### src/smst_pkg.sv
// Package for the sorted integer multiset table.
// Holds the sequencer state type and the key compare result type; no dependencies.
package smst_pkg;

  typedef enum logic [3:0] {
    ST_IDLE,
    ST_LB_RD,
    ST_LB_CMP,
    ST_UB_RD,
    ST_UB_CMP,
    ST_SH_RD,
    ST_SH_WR,
    ST_PUT,
    ST_RESP
  } seq_state_t;

  typedef struct packed {
    logic lt;
    logic eq;
  } cmp_res_t;

endpackage

### src/smst_compare.sv
// Shared signed key comparator of the sorted integer multiset table.
// Depends on smst_pkg for the compare result type.
module smst_compare
  import smst_pkg::*;
(
  input  logic signed [31:0] stored_key,
  input  logic signed [31:0] probe_key,
  output cmp_res_t           res
);

  assign res.lt = stored_key < probe_key;
  assign res.eq = stored_key == probe_key;

endmodule

### config.mk
export PLATFORM = sky130hd
export DESIGN_NAME = smst_compare
export DESIGN_NICKNAME = d
export VERILOG_FILES = /design/src/smst_pkg.sv /design/src/smst_compare.sv
export SDC_FILE = /design/constraint.sdc
export NUM_CORES = 1
export LEC_CHECK = 0
export ABC_AREA = 1
export ABC_CLOCK_PERIOD_IN_PS = 1700
export BUFFER_PORTS_ARGS = -buffer_cell sky130_fd_sc_hd__buf_2
export CORE_UTILIZATION = 43
export DETAILED_ROUTE_END_ITERATION = 6
export GPL_TIMING_DRIVEN = 0
export PLACE_DENSITY = 0.94
export SETUP_SLACK_MARGIN = 0.02
export SYNTH_ARGS = -nofsm -noshare
export SYNTH_HDL_FRONTEND = slang
export SYNTH_SLANG_ARGS = --single-unit
### constraint.sdc
create_clock -name vclk -period 1.7
set_clock_uncertainty 0.1 [all_clocks]
set_input_delay 0.17 -clock vclk [all_inputs]
set_output_delay 0.17 -clock vclk [all_outputs]
set_load 0.01 [all_outputs]
==> impl_results.md, run 1 <==
* Crit. End Element: output pin
* Maximum VDD drop at 128 uV
* Crit path largest cell delay at 0.21 ns
* Worst slew margin relative to its limit at 84.9%
* Syn. warnings at 0
* RSZ-0062 raised after global routing: yes
* Initial drt markers at 2
* Net switching component of the power at 0.168 mW
* WP data arrival at 1.38 ns
* Fin. max-slew vios at 0
* Pin slew with the least headroom to its limit at 0.224 ns
* Area growth from synthesis to final layout at 70.8%
* Clock Buffer Count at 0
* Final GP Congestion at 0.706
* Internal power of the cells at 0.184 mW
* Antenna violations before repair at 0
* Top cell by count, worst path: sky130_fd_sc_hd__nand2_1
* Total area of sequential cells at 0 um2
* Post-Synthesis Cell Area at 886 um2
* Maximum clock rate at 604 MHz
* Final Instance Area at 1510 um2
* Combinational power share at 100.0%
* Global-route total usage across every layer at 15.5%
* Kind of cell adding the most delay to the critical path: compound AO/OA/AOI/OAI gates
* Slowest library cell on the worst path: sky130_fd_sc_hd__ha_4
* Share of total power in sequential cells at 0%
* Post-synthesis mux area share at 0%
* Post-synthesis simple-gate area fraction at 27.1%
* Synth Instances at 144
* Total number of vias at 1126
* Startpoint class of the critical path: input pin
* Critical Path Start: probe_key[13]
* Post-synthesis adder-cell area fraction at 45.2%
* Fin crit period at 1.65 ns
* Clock network power share at 0%
* Required time at the endpoint of the critical path at 1.43 ns
* Routed WL per cell at 10.8 um
* Width of the die at 47.4 um
* Number of DRC violations after detailed routing at 0
* Fraction of layout instances using a drive strength above 1 at 51.2%
* Yosys cell types at 16
* Die H at 47.4 um
* # placed instances at 237
* Critical Path Stages at 12
* Fraction of power spent switching nets at 47.8%
* Seq/Total Area, Yosys at 0%
* Overflow after GRT at 0
* Ratio of total power to cell area at 232 nW/um2
* Main combinational cell family by area after synthesis: adder cells
* First-pass GRT wire length at 2680 um
* Placement-stage cell area at 1250 um2
* Startpoint-to-endpoint class of the critical path: input pin to output pin
* FP Rows at 16
* Via count of the first global-routing pass at 793
* Number of violations of the max-capacitance limit at 0
* Layout Nets at 309
* Initial cell density of the core at 45.6%
* Critical path buffers and inverters at 3
* Remaining antenna violation count at 0
* First-pass detailed-route iteration total at 4
* Ordered list of cells on the worst path: buf_2 > inv_1 > ha_4 > a21oi_2 > o21ai_0 > a21oi_1 > nand2_1 > nand2_1 > nand2_1 > nand2_1 > nand2_1 > buf_2
* Peak fanout along the critical path at 2
* XOR/XNOR share of the synthesized area at 0%
* Average via count per standard cell at 4.73
* Hold buffer count at cts at 0
* Detailed placer's ending HPWL at 1720 um
* Leading cell type in the layout, fill and taps excluded: sky130_fd_sc_hd__buf_2
* Worst setup path end: res[1]
* Top-level port count at 66
* Count of flip-flops and latches at 0
* Leakage dissipation at 0.885 nW
* Antenna diode instance count at 0
* Number of instances on the worst hold path at 6
* Class of the tightest hold or removal check: input pin to output pin
* CORE AREA at 1940 um2
* Total Power at 0.352 mW
* Syn avg cell area at 6.15 um2
* Port Buf Inserts at 66
* Net count of the mapped netlist at 240
* Post-route fraction of the period consumed by the critical path at 97.3%
* Final Hold Vio Count at 0
* Commonest cells after routing, fill and taps aside: sky130_fd_sc_hd__buf_2 (61), sky130_fd_sc_hd__nand2_1 (32), sky130_fd_sc_hd__inv_1 (31)
* Maximum number of pins on one net before global-route repair at 5
* Worst hold slack across all endpoints at 0.743 ns
* Post-route insts no fill at 238
* Setup-failing EPs final at 0
* Complex-gate fraction of the synthesized area at 10.7%
* Result of the run: completed
* Die Area at 2250 um2
* Total detailed-routing wirelength at 2580 um
==> through the flow <==
stage,setup slack [ns],TNS [ns],utilization (%)
global placement,0.0544,0,64.4
CTS,0.0336,0,64.4
floorplan,0.311,0,-
finish,0.0451,0,77.9
global route,-0.0698,-0.0698,77.9
detailed placement,0.0363,0,64.4
==> cell usage after synthesis <==
cell type	instances	share of area (%)
sky130_fd_sc_hd__inv_1	40	17
sky130_fd_sc_hd__nand2_1	34	14
sky130_fd_sc_hd__ha_1	32	45
sky130_fd_sc_hd__a21oi_1	12	6.8
sky130_fd_sc_hd__nor2_1	9	3.8
sky130_fd_sc_hd__nand3_1	3	1.7
sky130_fd_sc_hd__nand2_2	2	1.4
sky130_fd_sc_hd__nand4_1	2	1.4
sky130_fd_sc_hd__nor3_1	2	1.1
sky130_fd_sc_hd__o21ai_0	2	1.1
sky130_fd_sc_hd__a21o_1	1	0.85
sky130_fd_sc_hd__a21oi_2	1	0.99
sky130_fd_sc_hd__nand4_2	1	1.4
sky130_fd_sc_hd__nor2_2	1	0.71
sky130_fd_sc_hd__nor3_2	1	1.1
sky130_fd_sc_hd__o21a_2	1	0.99
==> what timing repair did <==
action | in CTS | in global routing
setup buffers | 0 | 1
endpoints found under the setup margin | 0 | 2
resized for setup | 0 | 39
==> tightest hold or removal path: cells and delay by family <==
family	cells	cell delay, ns
buffers and inverters	3	0.28
adders and majority gates	1	0.15
and+or+nand+nor	2	0.08
==> cell families (layout without fill, tap and decap cells) <==
logic type      count (synthesis)  count (layout)
compound gates                 17              17
fa+ha+maj                      32              32
buf+inv                        40             107
simple gates                   55              55
==> layer usage <==
metal  part of all wire (%)  GRT usage [%]  vias up
met3                    4.9          0.769        4
met4                   0.89           1.71        0
met5                      0              0        -
met2                     57           31.8       43
li1                       -              -      589
met1                     38           17.5      490
==> worst min-delay path by stage <==
| stage | from | slack, ns | endpoint |
|---|---|---|---|
| final | stored_key[31] | 0.74 | res[1] |
| after floorplan | probe_key[0] | 0.58 | res[0] |
| after detailed placement | stored_key[31] | 0.79 | res[1] |
| after global routing | stored_key[31] | 0.78 | res[1] |
| after CTS | stored_key[31] | 0.79 | res[1] |
| after global placement | stored_key[31] | 0.78 | res[1] |
==> power groups by stage <==
stage          sequential [mW]  combinational, mW  clock [mW]
3_3_place_gp                 0              0.254           0
2_1_floorplan                0              0.157           0
5_1_grt                      0              0.401           0
6_report                     0              0.352           0
3_5_place_dp                 0              0.263           0
4_1_cts                      0              0.265           0
==> layout make-up <==
type / instances / area, um2
fill: 133 / 429
inverter: 40 / 150
multi-input combinational: 104 / 960
tap: 27 / 33.8
timing repair buffer: 67 / 369
Note: power is estimated with default switching activity, not from simulation.
==> run 2, diff against run 1 <==
--- a/config.mk
+++ b/config.mk
@@ -8,8 +8,11 @@
 export ABC_AREA = 1
 export ABC_CLOCK_PERIOD_IN_PS = 1700
 export BUFFER_PORTS_ARGS = -buffer_cell sky130_fd_sc_hd__buf_2
-export CORE_UTILIZATION = 43
+export CELL_PAD_IN_SITES_DETAIL_PLACEMENT = 0
+export CELL_PAD_IN_SITES_GLOBAL_PLACEMENT = 1
+export CORE_UTILIZATION = 27
 export DETAILED_ROUTE_END_ITERATION = 6
+export GPL_ROUTABILITY_DRIVEN = 0
 export GPL_TIMING_DRIVEN = 0
 export PLACE_DENSITY = 0.94
 export SETUP_SLACK_MARGIN = 0.02
==> run 2 against run 1 <==
  * Combinational power is 3% lower
  * Wire length is 23% lower
  * Critical path depth stayed put
  * Cell count is 6.7% higher
  * Worst setup slack better by 0.026 ns
  * Fmax is 1.6% higher
  * Sequential share of layout area stayed put
  * First-iteration DRC count grew to 8.0 times the previous value
  * Non-clock buffer count is 1 lower
  * Largest power group unchanged
==> impl_results.md, run 2 (synthesis gave the netlist of run 1 again) <==
* Count of flip-flops and latches at 0 (unchanged)
* Top-level port count at 66 (unchanged)
* Global-route total usage across every layer at 9.95% (-5.5 points)
* Fin crit period at 1.63 ns (-0.0265 ns)
* Remaining antenna violation count at 0 (unchanged)
* Final sum of negative setup slack at 0 ns (unchanged)
* Share of total power in sequential cells at 0% (unchanged)
* First-pass detailed-route iteration total at 3 (-1)
* Crit. End Element: output pin
* Port Buf Inserts at 66 (unchanged)
* Antenna diode instance count at 0 (unchanged)
* Antenna violations before repair at 0 (unchanged)
* Via count of the first global-routing pass at 853 (+7.6%)
* Peak fanout along the critical path at 3 (+1)
* Layout Nets at 308 (-0.32%)
* Post-route fraction of the period consumed by the critical path at 95.8% (-1.6 points)
* Average via count per standard cell at 4.20 (-11%)
* Number of DRC violations after detailed routing at 0 (unchanged)
* Detailed placer's ending HPWL at 1610 um (-6.2%)
* Initial drt markers at 16 (+14)
* Total area of sequential cells at 0 um2 (unchanged)
* Routed WL per cell at 7.84 um (-28%)
* Leakage dissipation at 0.881 nW (-0.38%)
* Maximum VDD drop at 76.8 uV (-40%)
* Number of violations of the max-capacitance limit at 0 (unchanged)
* Filler cell count in the final layout at 317 (+140%)
* Total number of vias at 1067 (-5.2%)
* Placement Setup Slack at 0.0302 ns (-0.00610 ns)
* Required time at the endpoint of the critical path at 1.43 ns (about the same)
* Setup WS post-layout at 0.0716 ns (+0.0265 ns)
* Final Hold Vio Count at 0 (unchanged)
* RSZ-0062 raised after global routing: yes
* Fraction of layout instances using a drive strength above 1 at 52.9% (+1.7 points)
* Width of the die at 59.3 um (+25%)
* First-pass GRT wire length at 2940 um (+9.5%)
* Clock Buffer Count at 0 (unchanged)
* WP data arrival at 1.36 ns (-0.02 ns)
* Ratio of total power to cell area at 218 nW/um2 (-6.1%)
* Internal power of the cells at 0.180 mW (-2.2%)
* # placed instances at 254 (+7.2%)
* Leading cell type in the layout, fill and taps excluded: sky130_fd_sc_hd__buf_2
* Combinational power share at 100.0% (about the same)
* Maximum number of pins on one net before global-route repair at 5 (unchanged)
* Fin. max-slew vios at 0 (unchanged)
* Fraction of power spent switching nets at 47.1% (-0.64 points)
* Worst hold slack across all endpoints at 0.739 ns (-0.00409 ns)
* Maximum clock rate at 614 MHz (+1.6%)
* Net switching component of the power at 0.160 mW (-4.6%)
* Startpoint class of the critical path: input pin
* Clock network power share at 0% (unchanged)
* Setup-failing EPs final at 0 (unchanged)
* Die Area at 3510 um2 (+56%)
* Die H at 59.3 um (+25%)
* Class of the tightest hold or removal check: input pin to output pin
* Area growth from synthesis to final layout at 75.7%
* Result of the run: completed
* Total detailed-routing wirelength at 1990 um (-23%)
* Hold buffer count at cts at 0 (unchanged)
* Pin slew with the least headroom to its limit at 0.211 ns (-0.0127 ns)
* Initial cell density of the core at 28.8% (-17 points)
* Startpoint-to-endpoint class of the critical path: input pin to output pin
* Overflow after GRT at 0 (unchanged)
* Commonest cells after routing, fill and taps aside: sky130_fd_sc_hd__buf_2 (62), sky130_fd_sc_hd__inv_1 (32), sky130_fd_sc_hd__nand2_1 (30)
* CORE AREA at 3080 um2 (+59%)
* Utilization of the core after routing at 50.6% (-27 points)
* FP Rows at 20 (+4)
* Worst slew margin relative to its limit at 85.8% (+0.86 points)
* Post-route insts no fill at 254 (+6.7%)
* Count of buffers added by post-CTS timing repair for setup at 0 (unchanged)
[run 2: cell count changes in the layout (fill, tap and decap cells not counted), moves of 2 or more]
cell and change:
sky130_fd_sc_hd__ha_4 +2, sky130_fd_sc_hd__nand2_2 +2, sky130_fd_sc_hd__ha_1 -2, sky130_fd_sc_hd__inv_4 +2, sky130_fd_sc_hd__inv_2 -3, sky130_fd_sc_hd__nand2_1 -2
[run 2: worst max-delay path, cell delays in order]
cell and delay [ns]:
sky130_fd_sc_hd__buf_6 0.07, sky130_fd_sc_hd__inv_4 0.03, sky130_fd_sc_hd__ha_4 0.26, sky130_fd_sc_hd__nand4_1 0.11, sky130_fd_sc_hd__nor3_2 0.23, sky130_fd_sc_hd__nand2_1 0.09, sky130_fd_sc_hd__nand2_2 0.08, sky130_fd_sc_hd__nand2_2 0.05
sky130_fd_sc_hd__nand2_1 0.06, sky130_fd_sc_hd__nand2_1 0.04, sky130_fd_sc_hd__nand2_1 0.05, sky130_fd_sc_hd__buf_2 0.12
[run 2: final cells by class]
class / count / area [um2] / area share (%)
inverters: 40 / 155 / 9.97
multi-input cells: 104 / 991 / 63.7
well taps: 44 / 55.1 / 3.54
repair buffers: 66 / 355 / 22.8
[run 2: path summary, 6_finish.rpt]
path / end / startpoint / depth (start not counted) / slack (ns)
setup / recovery: res[1] / probe_key[11] / 12 / 0.07
hold / removal: res[1] / stored_key[31] / 5 / 0.74
[run 2: what timing repair did]
action                     4_1_cts  5_1_grt
setup endpoints to repair        0        2
hold endpoints to repair         0        0
gates resized for setup          0       44
[run 2: power by group through the flow]
stage	combinational, mW	sequential (mW)	clock, mW
6_report	0.340	0	0
5_1_grt	0.396	0	0
4_1_cts	0.262	0	0
3_5_place_dp	0.260	0	0
3_3_place_gp	0.258	0	0
2_1_floorplan	0.157	0	0
[run 2: stage by stage]
step                total power, mW  instance area (um2)
floorplan                     0.157                  886
global placement              0.258                 1270
detailed placement            0.260                 1270
CTS                           0.262                 1270
global route                  0.396                 1560
finish                        0.340                 1560
[run 2: layer usage]
layer  GRT usage [%]  up-vias  part of all wire [%]
met1            12.7      446                    45
met5               0        -                     0
met2            18.9       35                    49
met4           0.680        0                     0
li1                -      586                     -
met3           0.437        0                   6.0
==> run 3, diff against run 2 <==
--- a/config.mk
+++ b/config.mk
@@ -10,6 +10,8 @@
 export BUFFER_PORTS_ARGS = -buffer_cell sky130_fd_sc_hd__buf_2
 export CELL_PAD_IN_SITES_DETAIL_PLACEMENT = 0
 export CELL_PAD_IN_SITES_GLOBAL_PLACEMENT = 1
+export CORE_ASPECT_RATIO = 1.2
+export CORE_MARGIN = 4
 export CORE_UTILIZATION = 27
 export DETAILED_ROUTE_END_ITERATION = 6
 export GPL_ROUTABILITY_DRIVEN = 0
@@ -19,3 +21,4 @@
 export SYNTH_ARGS = -nofsm -noshare
 export SYNTH_HDL_FRONTEND = slang
 export SYNTH_SLANG_ARGS = --single-unit
+export TNS_END_PERCENT = 100
==> run 3 against run 2 <==
  * Worst setup slack got worse by 0.013 ns
  * Largest cell class unchanged
  * Wire length increased by 14%
  * Cell count decreased by 2.8%
  * Critical path type unchanged
==> impl_results.md, run 3 (synthesis gave the netlist of run 1 again) <==
* FP Rows at 22 (+10%)
* Die H at 70.7 um (+19%)
* Required time at the endpoint of the critical path at 1.43 ns (about the same)
* Total detailed-routing wirelength at 2260 um (+14%)
* Placement-stage cell area at 1260 um2 (-0.79%)
* Width of the die at 60.3 um (+1.7%)
* Remaining antenna violation count at 0 (unchanged)
* Class of the tightest hold or removal check: input pin to output pin
* Maximum clock rate at 609 MHz (-0.81%)
* Total area of sequential cells at 0 um2 (unchanged)
* First-pass detailed-route iteration total at 2 (-1)
* Top-level port count at 66 (unchanged)
* Final Hold Vio Count at 0 (unchanged)
* Average via count per standard cell at 4.29 (+2.2%)
* Fin. max-slew vios at 0 (unchanged)
* Final Instance Area at 1510 um2 (-3.1%)
* Detailed placer's ending HPWL at 1870 um (+16%)
* Leakage dissipation at 0.895 nW (+1.6%)
* CORE AREA at 3110 um2 (+1.1%)
* Die Area at 4270 um2 (+21%)
* Count of flip-flops and latches at 0 (unchanged)
* Initial cell density of the core at 28.5% (-0.30 points)
* Post-route fraction of the period consumed by the critical path at 96.6% (+0.79 points)
* Routed WL per cell at 9.16 um (+17%)
* Result of the run: completed
* Setup-failing EPs final at 0 (unchanged)
* Startpoint-to-endpoint class of the critical path: input pin to output pin
* Maximum VDD drop at 129 uV (+67%)
* Area growth from synthesis to final layout at 70.3%
* Antenna violations before repair at 0 (unchanged)
* Number of violations of the max-capacitance limit at 0 (unchanged)
* RSZ-0062 raised after global routing: yes
* Total number of vias at 1060 (-0.66%)
* Fin crit period at 1.64 ns (+0.0134 ns)
* Clock Buffer Count at 0 (unchanged)
* Layout Nets at 309 (+0.32%)
* Commonest cells after routing, fill and taps aside: sky130_fd_sc_hd__buf_2 (58), sky130_fd_sc_hd__inv_1 (33), sky130_fd_sc_hd__nand2_1 (28)
* Via count of the first global-routing pass at 938 (+10%)
* Worst slew margin relative to its limit at 88.3% (+2.5 points)
* Leading cell type in the layout, fill and taps excluded: sky130_fd_sc_hd__buf_2
* Overflow after GRT at 0 (unchanged)
* Port Buf Inserts at 66 (unchanged)
* Crit. End Element: output pin
* Startpoint class of the critical path: input pin
* First-pass GRT wire length at 3260 um (+11%)
* Worst hold slack across all endpoints at 0.748 ns (+0.00890 ns)
* Global-route total usage across every layer at 8.83% (-1.1 points)
* Maximum number of pins on one net before global-route repair at 5 (unchanged)
* Ratio of total power to cell area at 222 nW/um2 (+1.6%)
* Pin slew with the least headroom to its limit at 0.175 ns (-0.0358 ns)
* WP data arrival at 1.37 ns (about the same)
* Fraction of layout instances using a drive strength above 1 at 49.8% (-3.1 points)
* Number of DRC violations after detailed routing at 0 (unchanged)
* Peak fanout along the critical path at 2 (-1)
* Initial drt markers at 10 (-6)
* Antenna diode instance count at 0 (unchanged)
[run 3: cell count changes in the layout (fill, tap and decap cells not counted), moves of 4 or more]
cell,delta
sky130_fd_sc_hd__ha_1,+5
sky130_fd_sc_hd__ha_4,-5
sky130_fd_sc_hd__buf_2,-4
sky130_fd_sc_hd__buf_6,+4
[run 3: worst paths after layout]
check / slack, ns / from / cells after the start / end
max: 0.06 / stored_key[7] / 12 / res[1]
min: 0.75 / stored_key[31] / 5 / res[1]
[run 3: final cells by class]
class	count	area (um2)
fillers	338	1600
multi-input cells	104	923
repair buffers	67	388
inverters	40	153
well taps	36	45.0
[run 3: timing repair]
action / 4_1_cts / 5_1_grt
endpoints found under the setup margin: 1 / 2
setup buffers: 0 / 1
hold endpoints to repair: 0 / 0
pin swaps: 0 / 18
resized for setup: 1 / 40
hold buffers: 0 / 0
[run 3: worst max-delay path, stage by stage]
cell	delay, ns
sky130_fd_sc_hd__buf_2	0.10
sky130_fd_sc_hd__ha_1	0.29
sky130_fd_sc_hd__a21o_1	0.18
sky130_fd_sc_hd__nor2_1	0.09
sky130_fd_sc_hd__nand2_1	0.05
sky130_fd_sc_hd__nand2_1	0.06
sky130_fd_sc_hd__nand2_1	0.06
sky130_fd_sc_hd__nand2_1	0.08
sky130_fd_sc_hd__nand2_1	0.05
sky130_fd_sc_hd__nand2_1	0.06
sky130_fd_sc_hd__nand2_1	0.04
sky130_fd_sc_hd__buf_2	0.13
[run 3: metrics by stage]
| stage | util, % | setup TNS, ns | instances | power (mW) | setup slack, ns |
|---|---|---|---|---|---|
| after global routing | 48.5 | -0.0558 | 247 | 0.393 | -0.0558 |
| after detailed placement | 40.5 | 0 | 246 | 0.262 | 0.0182 |
| final | 48.5 | 0 | 247 | 0.335 | 0.0582 |
| after floorplan | - | 0 | 144 | 0.157 | 0.311 |
| after CTS | 40.9 | 0 | 246 | 0.269 | 0.0226 |
| after global placement | 40.5 | 0 | 246 | 0.259 | 0.0184 |
[run 3: routing by layer]
| layer | wire length, um | track usage [%] |
|---|---|---|
| met1 | 874 | 10.8 |
| met2 | 1190 | 16.8 |
| met3 | 203 | 1.09 |
| met4 | 0 | 0 |
| met5 | 0 | 0 |
[run 3: power by group]
group	switching (mW)	internal [mW]	total (mW)
logic	0.155	0.180	0.335
clock network	0	0	0
registers	0	0	0
total	0.155	0.180	0.335
